`src/jmao_pkg.sv`:
```
package jmao_pkg;

  localparam int WINDOW_DEPTH = 8;
  localparam int SAMPLE_BITS  = 16;

  localparam int AXES      = 3;
  localparam int LANES     = 2 * AXES;
  localparam int SUM_BITS  = SAMPLE_BITS + $clog2(WINDOW_DEPTH);
  localparam int CNT_BITS  = $clog2(WINDOW_DEPTH + 1);
  localparam int SLOT_BITS = (WINDOW_DEPTH > 1) ? $clog2(WINDOW_DEPTH) : 1;
  localparam int REL_BITS  = SAMPLE_BITS + 1;
  localparam int STEP_BITS = $clog2(SUM_BITS);

  typedef logic signed [SAMPLE_BITS-1:0] sample_t;
  typedef logic signed [SUM_BITS-1:0]    sum_t;
  typedef logic signed [REL_BITS-1:0]    rel_t;
  typedef logic [CNT_BITS-1:0]           count_t;
  typedef logic [SLOT_BITS-1:0]          slot_t;

  // Sequencer to lane controls
  typedef struct packed {
    logic   capture;
    logic   full;
    slot_t  slot;
    logic   load;
    logic   step;
    count_t count;
  } lane_ctl_t;

endpackage

```
`src/jmao_in_if.sv`:
```
interface jmao_in_if;
  import jmao_pkg::*;

  logic    valid;
  logic    ready;
  sample_t hand_x;
  sample_t hand_y;
  sample_t hand_z;
  sample_t spine_x;
  sample_t spine_y;
  sample_t spine_z;

  modport source (
    output valid, hand_x, hand_y, hand_z, spine_x, spine_y, spine_z,
    input  ready
  );

  modport sink (
    input  valid, hand_x, hand_y, hand_z, spine_x, spine_y, spine_z,
    output ready
  );
endinterface

```
`src/jmao_out_if.sv`:
```
interface jmao_out_if;
  import jmao_pkg::*;

  logic   valid;
  logic   ready;
  rel_t   rel_x;
  rel_t   rel_y;
  rel_t   rel_z;
  count_t samples_in_window;

  modport source (
    output valid, rel_x, rel_y, rel_z, samples_in_window,
    input  ready
  );

  modport sink (
    input  valid, rel_x, rel_y, rel_z, samples_in_window,
    output ready
  );
endinterface

```
`src/joint_moving_average_offset_core.sv`:
```
// Moving-average hand offset: each transaction carries hand and spine-base
// positions (three axes, signed Q3.12) and yields one result, the hand
// average minus the spine average per axis over the last WINDOW_DEPTH
// transactions (fewer until the window fills), each average truncated
// toward zero, plus the count of samples averaged. Six lanes, one per
// coordinate, each keep a sample ring, a running sum and a bit-serial
// divider by the fill count; a transaction occupies the block, which takes
// no other, until its one-bit-per-cycle divide is done. A finished result
// sits in an output register, so the next transaction is taken while it
// waits downstream; if that register is still full when the next divide
// ends, the block holds.
module joint_moving_average_offset_core (
  input  logic      clk,
  input  logic      rst,
  jmao_in_if.sink   item_in,
  jmao_out_if.source result_out
);
  import jmao_pkg::*;

  typedef enum logic [1:0] {
    S_IDLE,
    S_LOAD,
    S_DIV,
    S_OUT
  } state_t;

  state_t               state;
  count_t               fill;
  slot_t                slot;
  logic [STEP_BITS-1:0] step;
  logic                 accept;
  logic                 full;
  logic                 free;
  logic                 out_load;
  lane_ctl_t            ctl;
  sample_t              lane_sample [LANES];
  sample_t              lane_avg    [LANES];

  assign item_in.ready = (state == S_IDLE) && !rst;
  assign accept        = item_in.valid && item_in.ready;
  assign full          = (fill == CNT_BITS'(WINDOW_DEPTH));
  assign out_load      = (state == S_OUT) && free;

  always_comb begin
    ctl.capture = accept;
    ctl.full    = full;
    ctl.slot    = slot;
    ctl.load    = (state == S_LOAD);
    ctl.step    = (state == S_DIV);
    ctl.count   = fill;
  end

  assign lane_sample[0] = item_in.hand_x;
  assign lane_sample[1] = item_in.hand_y;
  assign lane_sample[2] = item_in.hand_z;
  assign lane_sample[3] = item_in.spine_x;
  assign lane_sample[4] = item_in.spine_y;
  assign lane_sample[5] = item_in.spine_z;

  always_ff @(posedge clk) begin
    if (rst) begin
      state <= S_IDLE;
      fill  <= '0;
      slot  <= '0;
      step  <= '0;
    end else begin
      case (state)
        S_IDLE: begin
          if (accept) begin
            if (!full) begin
              fill <= fill + 1'b1;
            end
            slot  <= (slot == SLOT_BITS'(WINDOW_DEPTH - 1)) ? '0 : slot + 1'b1;
            state <= S_LOAD;
          end
        end
        S_LOAD: begin
          step  <= '0;
          state <= S_DIV;
        end
        S_DIV: begin
          if (step == STEP_BITS'(SUM_BITS - 1)) begin
            state <= S_OUT;
          end else begin
            step <= step + 1'b1;
          end
        end
        S_OUT: begin
          // Hold until the output register can take the result
          if (free) begin
            state <= S_IDLE;
          end
        end
        default: begin
          state <= S_IDLE;
        end
      endcase
    end
  end

  for (genvar i = 0; i < LANES; i++) begin : g_lane
    jmao_lane u_lane (
      .clk    (clk),
      .rst    (rst),
      .ctl    (ctl),
      .sample (lane_sample[i]),
      .avg    (lane_avg[i])
    );
  end

  jmao_merge u_merge (
    .clk        (clk),
    .rst        (rst),
    .load       (out_load),
    .count      (fill),
    .avg        (lane_avg),
    .free       (free),
    .result_out (result_out)
  );
endmodule

```
`src/jmao_lane.sv`:
```
module jmao_lane (
  input  logic                clk,
  input  logic                rst,
  input  jmao_pkg::lane_ctl_t ctl,
  input  jmao_pkg::sample_t   sample,
  output jmao_pkg::sample_t   avg
);
  import jmao_pkg::*;

  sample_t               ring [WINDOW_DEPTH];
  sum_t                  sum;
  sum_t                  sum_next;
  logic [SUM_BITS-1:0]   mag;
  logic [SUM_BITS-1:0]   quo;
  logic [SUM_BITS-1:0]   quo_signed;
  count_t                rem;
  logic [CNT_BITS:0]     rem_sh;
  logic [CNT_BITS:0]     rem_diff;
  logic                  take;
  logic                  neg;

  always_comb begin
    // Retire the oldest sample once the window is full
    sum_next = sum + sum_t'(sample) - (ctl.full ? sum_t'(ring[ctl.slot]) : sum_t'(0));
    mag      = sum[SUM_BITS-1] ? (~unsigned'(sum) + 1'b1) : unsigned'(sum);
    rem_sh   = {rem, quo[SUM_BITS-1]};
    rem_diff = rem_sh - {1'b0, ctl.count};
    take     = rem_sh >= {1'b0, ctl.count};
    quo_signed = neg ? (~quo + 1'b1) : quo;
    avg      = sample_t'(quo_signed[SAMPLE_BITS-1:0]);
  end

  always_ff @(posedge clk) begin
    if (ctl.capture) begin
      ring[ctl.slot] <= sample;
    end
  end

  always_ff @(posedge clk) begin
    if (rst) begin
      sum <= '0;
    end else if (ctl.capture) begin
      sum <= sum_next;
    end
  end

  // Restoring divide of |sum| by the fill count, one quotient bit per cycle
  always_ff @(posedge clk) begin
    if (ctl.load) begin
      quo <= mag;
      neg <= sum[SUM_BITS-1];
      rem <= '0;
    end else if (ctl.step) begin
      quo <= {quo[SUM_BITS-2:0], take};
      rem <= take ? rem_diff[CNT_BITS-1:0] : rem_sh[CNT_BITS-1:0];
    end
  end
endmodule

```
`src/jmao_merge.sv`:
```
module jmao_merge (
  input  logic              clk,
  input  logic              rst,
  input  logic              load,
  input  jmao_pkg::count_t  count,
  input  jmao_pkg::sample_t avg [jmao_pkg::LANES],
  output logic              free,
  jmao_out_if.source        result_out
);
  import jmao_pkg::*;

  assign free = !result_out.valid || result_out.ready;

  always_ff @(posedge clk) begin
    if (rst) begin
      result_out.valid <= 1'b0;
    end else if (load) begin
      result_out.valid <= 1'b1;
    end else if (result_out.ready) begin
      result_out.valid <= 1'b0;
    end
  end

  // Hand lanes first, spine lanes after
  always_ff @(posedge clk) begin
    if (load) begin
      result_out.rel_x             <= rel_t'(avg[0]) - rel_t'(avg[AXES]);
      result_out.rel_y             <= rel_t'(avg[1]) - rel_t'(avg[AXES + 1]);
      result_out.rel_z             <= rel_t'(avg[2]) - rel_t'(avg[AXES + 2]);
      result_out.samples_in_window <= count;
    end
  end
endmodule

```
`src/flat_wrapper.sv`:
```
// flat-port wrapper written by rule: the top's interface ports become plain ports
module joint_moving_average_offset_core_flat import jmao_pkg::*;
  (clk, rst, item_in_valid, item_in_hand_x, item_in_hand_y, item_in_hand_z, item_in_spine_x, item_in_spine_y, item_in_spine_z, item_in_ready, result_out_valid, result_out_rel_x, result_out_rel_y, result_out_rel_z, result_out_samples_in_window, result_out_ready);
  jmao_in_if item_in_i ();
  jmao_out_if result_out_i ();
  input  logic clk;
  input  logic rst;
  input wire logic [$bits(item_in_i.valid)-1:0] item_in_valid;
  input wire logic [$bits(item_in_i.hand_x)-1:0] item_in_hand_x;
  input wire logic [$bits(item_in_i.hand_y)-1:0] item_in_hand_y;
  input wire logic [$bits(item_in_i.hand_z)-1:0] item_in_hand_z;
  input wire logic [$bits(item_in_i.spine_x)-1:0] item_in_spine_x;
  input wire logic [$bits(item_in_i.spine_y)-1:0] item_in_spine_y;
  input wire logic [$bits(item_in_i.spine_z)-1:0] item_in_spine_z;
  output wire logic [$bits(item_in_i.ready)-1:0] item_in_ready;
  output wire logic [$bits(result_out_i.valid)-1:0] result_out_valid;
  output wire logic [$bits(result_out_i.rel_x)-1:0] result_out_rel_x;
  output wire logic [$bits(result_out_i.rel_y)-1:0] result_out_rel_y;
  output wire logic [$bits(result_out_i.rel_z)-1:0] result_out_rel_z;
  output wire logic [$bits(result_out_i.samples_in_window)-1:0] result_out_samples_in_window;
  input wire logic [$bits(result_out_i.ready)-1:0] result_out_ready;
  assign item_in_i.valid = item_in_valid;
  assign item_in_i.hand_x = item_in_hand_x;
  assign item_in_i.hand_y = item_in_hand_y;
  assign item_in_i.hand_z = item_in_hand_z;
  assign item_in_i.spine_x = item_in_spine_x;
  assign item_in_i.spine_y = item_in_spine_y;
  assign item_in_i.spine_z = item_in_spine_z;
  assign item_in_ready = item_in_i.ready;
  assign result_out_valid = result_out_i.valid;
  assign result_out_rel_x = result_out_i.rel_x;
  assign result_out_rel_y = result_out_i.rel_y;
  assign result_out_rel_z = result_out_i.rel_z;
  assign result_out_samples_in_window = result_out_i.samples_in_window;
  assign result_out_i.ready = result_out_ready;
  joint_moving_average_offset_core u_core (.clk(clk), .rst(rst), .item_in(item_in_i), .result_out(result_out_i));
endmodule
```
`config.mk`:
```
export PLATFORM = sky130hd
export DESIGN_NAME = joint_moving_average_offset_core_flat
export DESIGN_NICKNAME = d
export VERILOG_FILES = /design/src/jmao_pkg.sv /design/src/jmao_in_if.sv /design/src/jmao_out_if.sv /design/src/joint_moving_average_offset_core.sv /design/src/jmao_lane.sv /design/src/jmao_merge.sv /design/src/flat_wrapper.sv
export SDC_FILE = /design/constraint.sdc
export NUM_CORES = 2
export LEC_CHECK = 0
export BUFFER_PORTS_ARGS = -buffer_cell sky130_fd_sc_hd__clkbuf_2
export CORE_MARGIN = 2
export CORE_UTILIZATION = 40
export DETAILED_ROUTE_END_ITERATION = 12
export PLACE_DENSITY = 0.65
export SLEW_MARGIN = 20
export SYNTH_ARGS = -nofsm -noshare
export SYNTH_HDL_FRONTEND = slang
export SYNTH_HIERARCHICAL = 1
export SYNTH_SLANG_ARGS = --single-unit
```
`constraint.sdc`:
```
create_clock -name clk -period 4.05 [get_ports clk]
set_input_delay 1.215 -clock clk [delete_from_list [all_inputs] [get_ports clk]]
set_output_delay 1.215 -clock clk [all_outputs]
set_load 0.03 [all_outputs]
```
* Word level (Yosys, flattened, before mapping) *
Memories as Yosys holds them, arrays and structs flattened. A register that Yosys moved wholly into a read port is not among the register bits.
Index checks and enable logic that the tools add are counted.

storage, ports and cells
  flip-flop bits (word level) = 328
  memory bits (writable) = 768
  input port bits = 100
  output and inout bits = 57
  memories kept = 6

memory list
  memory                        depth  bits a word  read ports  clocked after Yosys merged registers in  wr ports  RTL line         RTL
  u_core.g_lane[0].u_lane.ring  8      16           1           1                                        1         jmao_lane.sv:10  sample_t ring [WINDOW_DEPTH];
  u_core.g_lane[1].u_lane.ring  8      16           1           1                                        1         jmao_lane.sv:10
  u_core.g_lane[2].u_lane.ring  8      16           1           1                                        1         jmao_lane.sv:10
  u_core.g_lane[3].u_lane.ring  8      16           1           1                                        1         jmao_lane.sv:10
  u_core.g_lane[4].u_lane.ring  8      16           1           1                                        1         jmao_lane.sv:10
  u_core.g_lane[5].u_lane.ring  8      16           1           1                                        1         jmao_lane.sv:10

operators by class
  add/sub/neg operators = 36
  $lt $le $gt $ge = 6
  equality and inequality tests = 10
  muxes and demuxes = 59
  bitwise gates (word level) = 13
  reduce and logical (&&, ||, !) cells = 13

operator list
  operator                 number
  $mux W19                 24
  $add A19 B1 Y19 const B  6
  $add A19 B16 Y19         6
  $not A19 Y19             6
  $sub A19 B19 Y19         6
  $add A16 B1 Y16 const B  6
  $mux W16                 6
  $not A16 Y16             6
  $sub A16 B16 Y17         3
  $mux W3                  13
  $ge A5 B4 Y1             6
  $mux W4                  6
  $sub A4 B4 Y4            6
  $pmux W5 S2              1
  $pmux W2 S4              1
  $mux W2                  3
  $reduce_and A3 Y1        2
  $add A5 B1 Y5 const B    1
  $eq A5 B5 Y1 const B     1
  $mux W5                  1
  $add A4 B1 Y4 const B    1
  $eq A2 B2 Y1 const B     2
  $eq A4 B4 Y1 const B     1
  $mux W1                  4
  other kinds (12)         19

* Longest topological paths before layout *
  word-level depth = 6
  depth in mapped cells = 18

* Hierarchy *
Netlist, hierarchy kept.

by module, submodules not included
  module                                   instances  cells each  area each (um2)
  jmao_lane (u_core.g_lane[0].u_lane ...)  3          767         9046.2
  jmao_lane (u_core.g_lane[4].u_lane)      1          768         9022.4
  jmao_lane (u_core.g_lane[1].u_lane)      1          746         8973.6
  jmao_lane (u_core.g_lane[5].u_lane)      1          764         8967.4
  jmao_merge                               1          406         4092.7
  joint_moving_average_offset_core         1          91          819.5

* Worst setup path before layout *
No wires, ideal clock.

  kind = reg2reg
  start point = register u_core.fill[1]
  end point = register u_core.g_lane[1].u_lane.sum[18]
  setup time = 121 ps
  data arrival time = 4199 ps
  required time = 3929 ps
  slack = -270 ps
  cell stages (with the launch flop) = 16
  clock period less this slack = 4320 ps
  cells stage by stage = dfxtp_1 > inv_1 > ha_1 > nand3b_1 > inv_1 > clkbuf_1 > o21ai_0 > fa_1 > ha_1 > a21o_1 > a221oi_2 > o211ai_1 > a211oi_2 > o21ai_0 > o31ai_1 > mux2_2

RTL lines
  what                    RTL line                                RTL
  start, declared         joint_moving_average_offset_core.sv:28  count_t fill;
  start signal, assigned  joint_moving_average_offset_core.sv:71  fill <= fill + 1'b1;
  end signal, assigned    jmao_lane.sv:43                         sum <= sum_next;
  end, declared           jmao_lane.sv:11                         sum_t sum;

==> out/qor.txt <==
Leakage -> 26.7 nW
total grt overflow -> 0
syn_area_per_cell -> 11.6 µm²
Initial Utilization -> 0.404
post-DR vias/cell -> 5.31
Slew Limit Fails -> 0
die area -> 151000 µm²
r2r worst-path depth -> 17
CTS root buf -> clkbuf_16
Ys Warns -> 6
crit-path most repeated cell -> buf_4
H-tree depth -> 3
Slowest cell on crit path -> mux4_2
cells after synthesis -> 5076
antenna-violating nets left -> 0
final WL -> 149000 µm
Post-synth EDFFs -> 943
gpl congestion -> 0.892
class of the tightest hold or removal check -> register to register
Slew headroom -> 0.376
worst-path cell chain -> buf_4, buf_16, buf_4, mux4_2, mux2_2, nand2_1, inv_1, buf_4, fa_1, inv_1, ha_1, a21o_1, a21oi_2, o21ai_0, a21oi_1, mux2i_1, mux2_2
All-Layer GR Usage -> 0.188
Register Area -> 31400 µm²
VDD IR max -> 491 µV
final worst setup slack -> 0.0390 ns
most common cell after layout, fill and taps aside -> edfxtp_1
syn nets -> 5507
Skew-Pair Late Insertion Delay -> 0.77 ns
Final Critical Period -> 4.01 ns
Final Cycle Share -> 0.990
Switch Pwr -> 19.5 mW
CP endpoint kind -> register
Worst Setup Path Type -> register to register
die span in x -> 388 µm
hold path cells -> 2
status -> finished, final reports clean
sequential cell fraction of total power -> 0.313
initial antenna violation count -> 3
Iter 0 DRT Violations -> 3276
RSZ-0062 raised after global routing -> yes
# DRC -> 0
clock power share -> 0.227
setup TNS -> 0 ns
vias in the first global route -> 40200
synth unique cells -> 109
f_max -> 249 MHz
Post-Place Cells -> 7450
Layout area overhead -> 19.9%
clock buffer count from CTS -> 120
clock-pin slew on the worst setup and hold paths -> 0.06 ns
WP data arrival -> 4.65 ns
total clock sinks -> 1096
Row Count -> 140
I/O Buffers -> 156
hold_sp -> u_core/g_lane[4].u_lane/sum[14]$_SDFFE_PP0P_
# IOs -> 157
critical path's largest stage delay -> 0.48 ns
Worst EP required -> 4.69 ns
Seq cells post-synth -> 1096
Comb pwr share -> 0.460
DR vias -> 41000
Startpoint Class -> register
Fin Hold WS -> 0.467 ns
Hold Vio Cnt, Final -> 0
Layout Nets -> 6119
reg2reg start -> u_core/slot[1]$_SDFFE_PP0P_
FFs w/ async S/R, synth -> 0
register area share after synthesis -> 0.532
Final setup viols -> 0
CTS tree -> built
Design Power -> 51.4 mW
largest net degree at the start of global routing -> 129
Worst Path Max Fanout -> 8
pre-CTS worst setup slack -> -0.0471 ns
Filler cells -> 13000
clk buf depth -> 3
core area -> 146000 µm²
most frequent cells in the layout -> edfxtp_1, inv_1, buf_4
Layout Skew -> 0.0488 ns
Final HPWL DP -> 106000 µm
Int Power -> 31.9 mW
Syn Std Cell Area -> 59000 µm²
P per Cell Area -> 727 nW/µm²
crit path launch -> u_core/slot[1]$_SDFFE_PP0P_
Worst-Margin Slew -> 0.936 ns
Main synth FF type -> edfxtp_1
share of cells above drive strength 1 -> 0.198
Switching Share -> 0.379
Post-Layout Cell Count -> 7713
TritonRoute pass-1 iters -> 5
multi-input logic area -> 25000 µm²
number of max-cap violations -> 0
Die Height -> 388 µm
routed len/inst -> 19.3 µm
global-route wire length before repair -> 225000 µm
cells in the mapped netlist, types with 46 or more instances:
library cell,count,area share
o31ai_1,64,0.0081
o22ai_1,131,0.014
mux2i_1,333,0.056
mux2_2,58,0.011
fa_1,117,0.040
xnor2_1,247,0.037
a21oi_1,284,0.024
inv_1,550,0.035
nor2_1,392,0.025
nand2b_1,71,0.0075
o21ai_0,158,0.013
ha_1,214,0.045
nor3_1,60,0.0051
clkbuf_1,146,0.0093
o21a_1,100,0.013
nor2b_1,50,0.0053
nand3_1,64,0.0054
edfxtp_1,943,0.48
nand2_1,244,0.016
dfxtp_1,153,0.052
a21o_1,47,0.0060
a31oi_1,46,0.0049
cell families after synthesis:
| kind of cell | synth area share |
|---|---|
| buffers and inverters | 0.0506 |
| muxes | 0.0786 |
| xor gates and xnor gates | 0.0419 |
| and+or+nand+nor | 0.0900 |
| DFF | 0.532 |
| adders and majority gates | 0.0851 |
| AOI/OAI and AO/OA | 0.122 |
path summary, 6_finish.rpt:
kind / endpoint / slack (ns)
worst max-delay path: u_core/g_lane[3].u_lane/sum[18]$_SDFFE_PP0P_ / 0.04
worst min-delay path: u_core/g_lane[4].u_lane/sum[14]$_SDFFE_PP0P_ / 0.47
worst max register to register: u_core/g_lane[3].u_lane/sum[18]$_SDFFE_PP0P_ / 0.04
worst min register to register: u_core/g_lane[4].u_lane/sum[14]$_SDFFE_PP0P_ / 0.47
state kept, by name, indices dropped and copies added, names as in the netlist:
name,count
u_core/state,2
u_core/fill,4
u_core/u_merge/result_out.samples_in_window,4
u_core/g_lane.u_lane/neg,6
u_core/u_merge/result_out.rel_z,17
u_core/g_lane.u_lane/rem,24
u_core/slot,3
u_core/u_merge/result_out.rel_y,17
u_core/g_lane.u_lane/quo,114
u_core/u_merge/result_out.valid,1
u_core/g_lane.u_lane/ring,768
u_core/step,5
u_core/g_lane.u_lane/sum,114
u_core/u_merge/result_out.rel_x,17
per-stage QoR:
stage                util  area [µm²]
floorplan               -       59000
global placement    0.450       65700
detailed placement  0.450       65700
CTS                 0.479       70000
global route        0.484       70700
finish              0.484       70700
power groups by stage:
stage	sequential, mW	combinational, mW	clock, mW
floorplan	16.0	15.8	0
global placement	16.3	22.3	0
detailed placement	16.4	22.7	0
CTS	16.1	22.9	11.9
global route	16.3	26.0	12.4
finish	16.1	23.6	11.7
critical path, delay by kind of cell (launching register included):
family | cells | cell delay (ns)
muxes | 4 | 1.33
adders and majority gates | 2 | 0.79
DFF | 1 | 0.38
and+or+nand+nor | 1 | 0.08
AOI/OAI and AO/OA | 4 | 0.63
buffers and inverters | 6 | 0.68
area by class of cell:
class                   instances  area share
diodes                          3    0.000106
inverters                     554      0.0295
clock inverters                84      0.0162
multi-input cells            3209       0.353
well taps                    1917      0.0339
clock buffers                 143      0.0444
repair buffers                707      0.0790
flip-flops and latches       1096       0.444
repair_timing:
action	4_1_cts	5_1_grt
pin swaps	0	16
resized for setup	2	90
buffers inserted	0	26
endpoints found under the setup margin	1	46
cloned	0	7
hold buffers	0	0
routing by layer:
| metal | track usage | part of all wire | routed length, µm | vias up |
|---|---|---|---|---|
| li1 | - | - | - | 19700 |
| met1 | 0.255 | 0.44 | 65700 | 20200 |
| met2 | 0.317 | 0.48 | 71100 | 978 |
| met3 | 0.0243 | 0.054 | 8070 | 192 |
| met4 | 0.0541 | 0.025 | 3720 | 2 |
| met5 | 0 | 0.000047 | 7 | - |
Note: power is estimated with default switching activity, not from simulation.
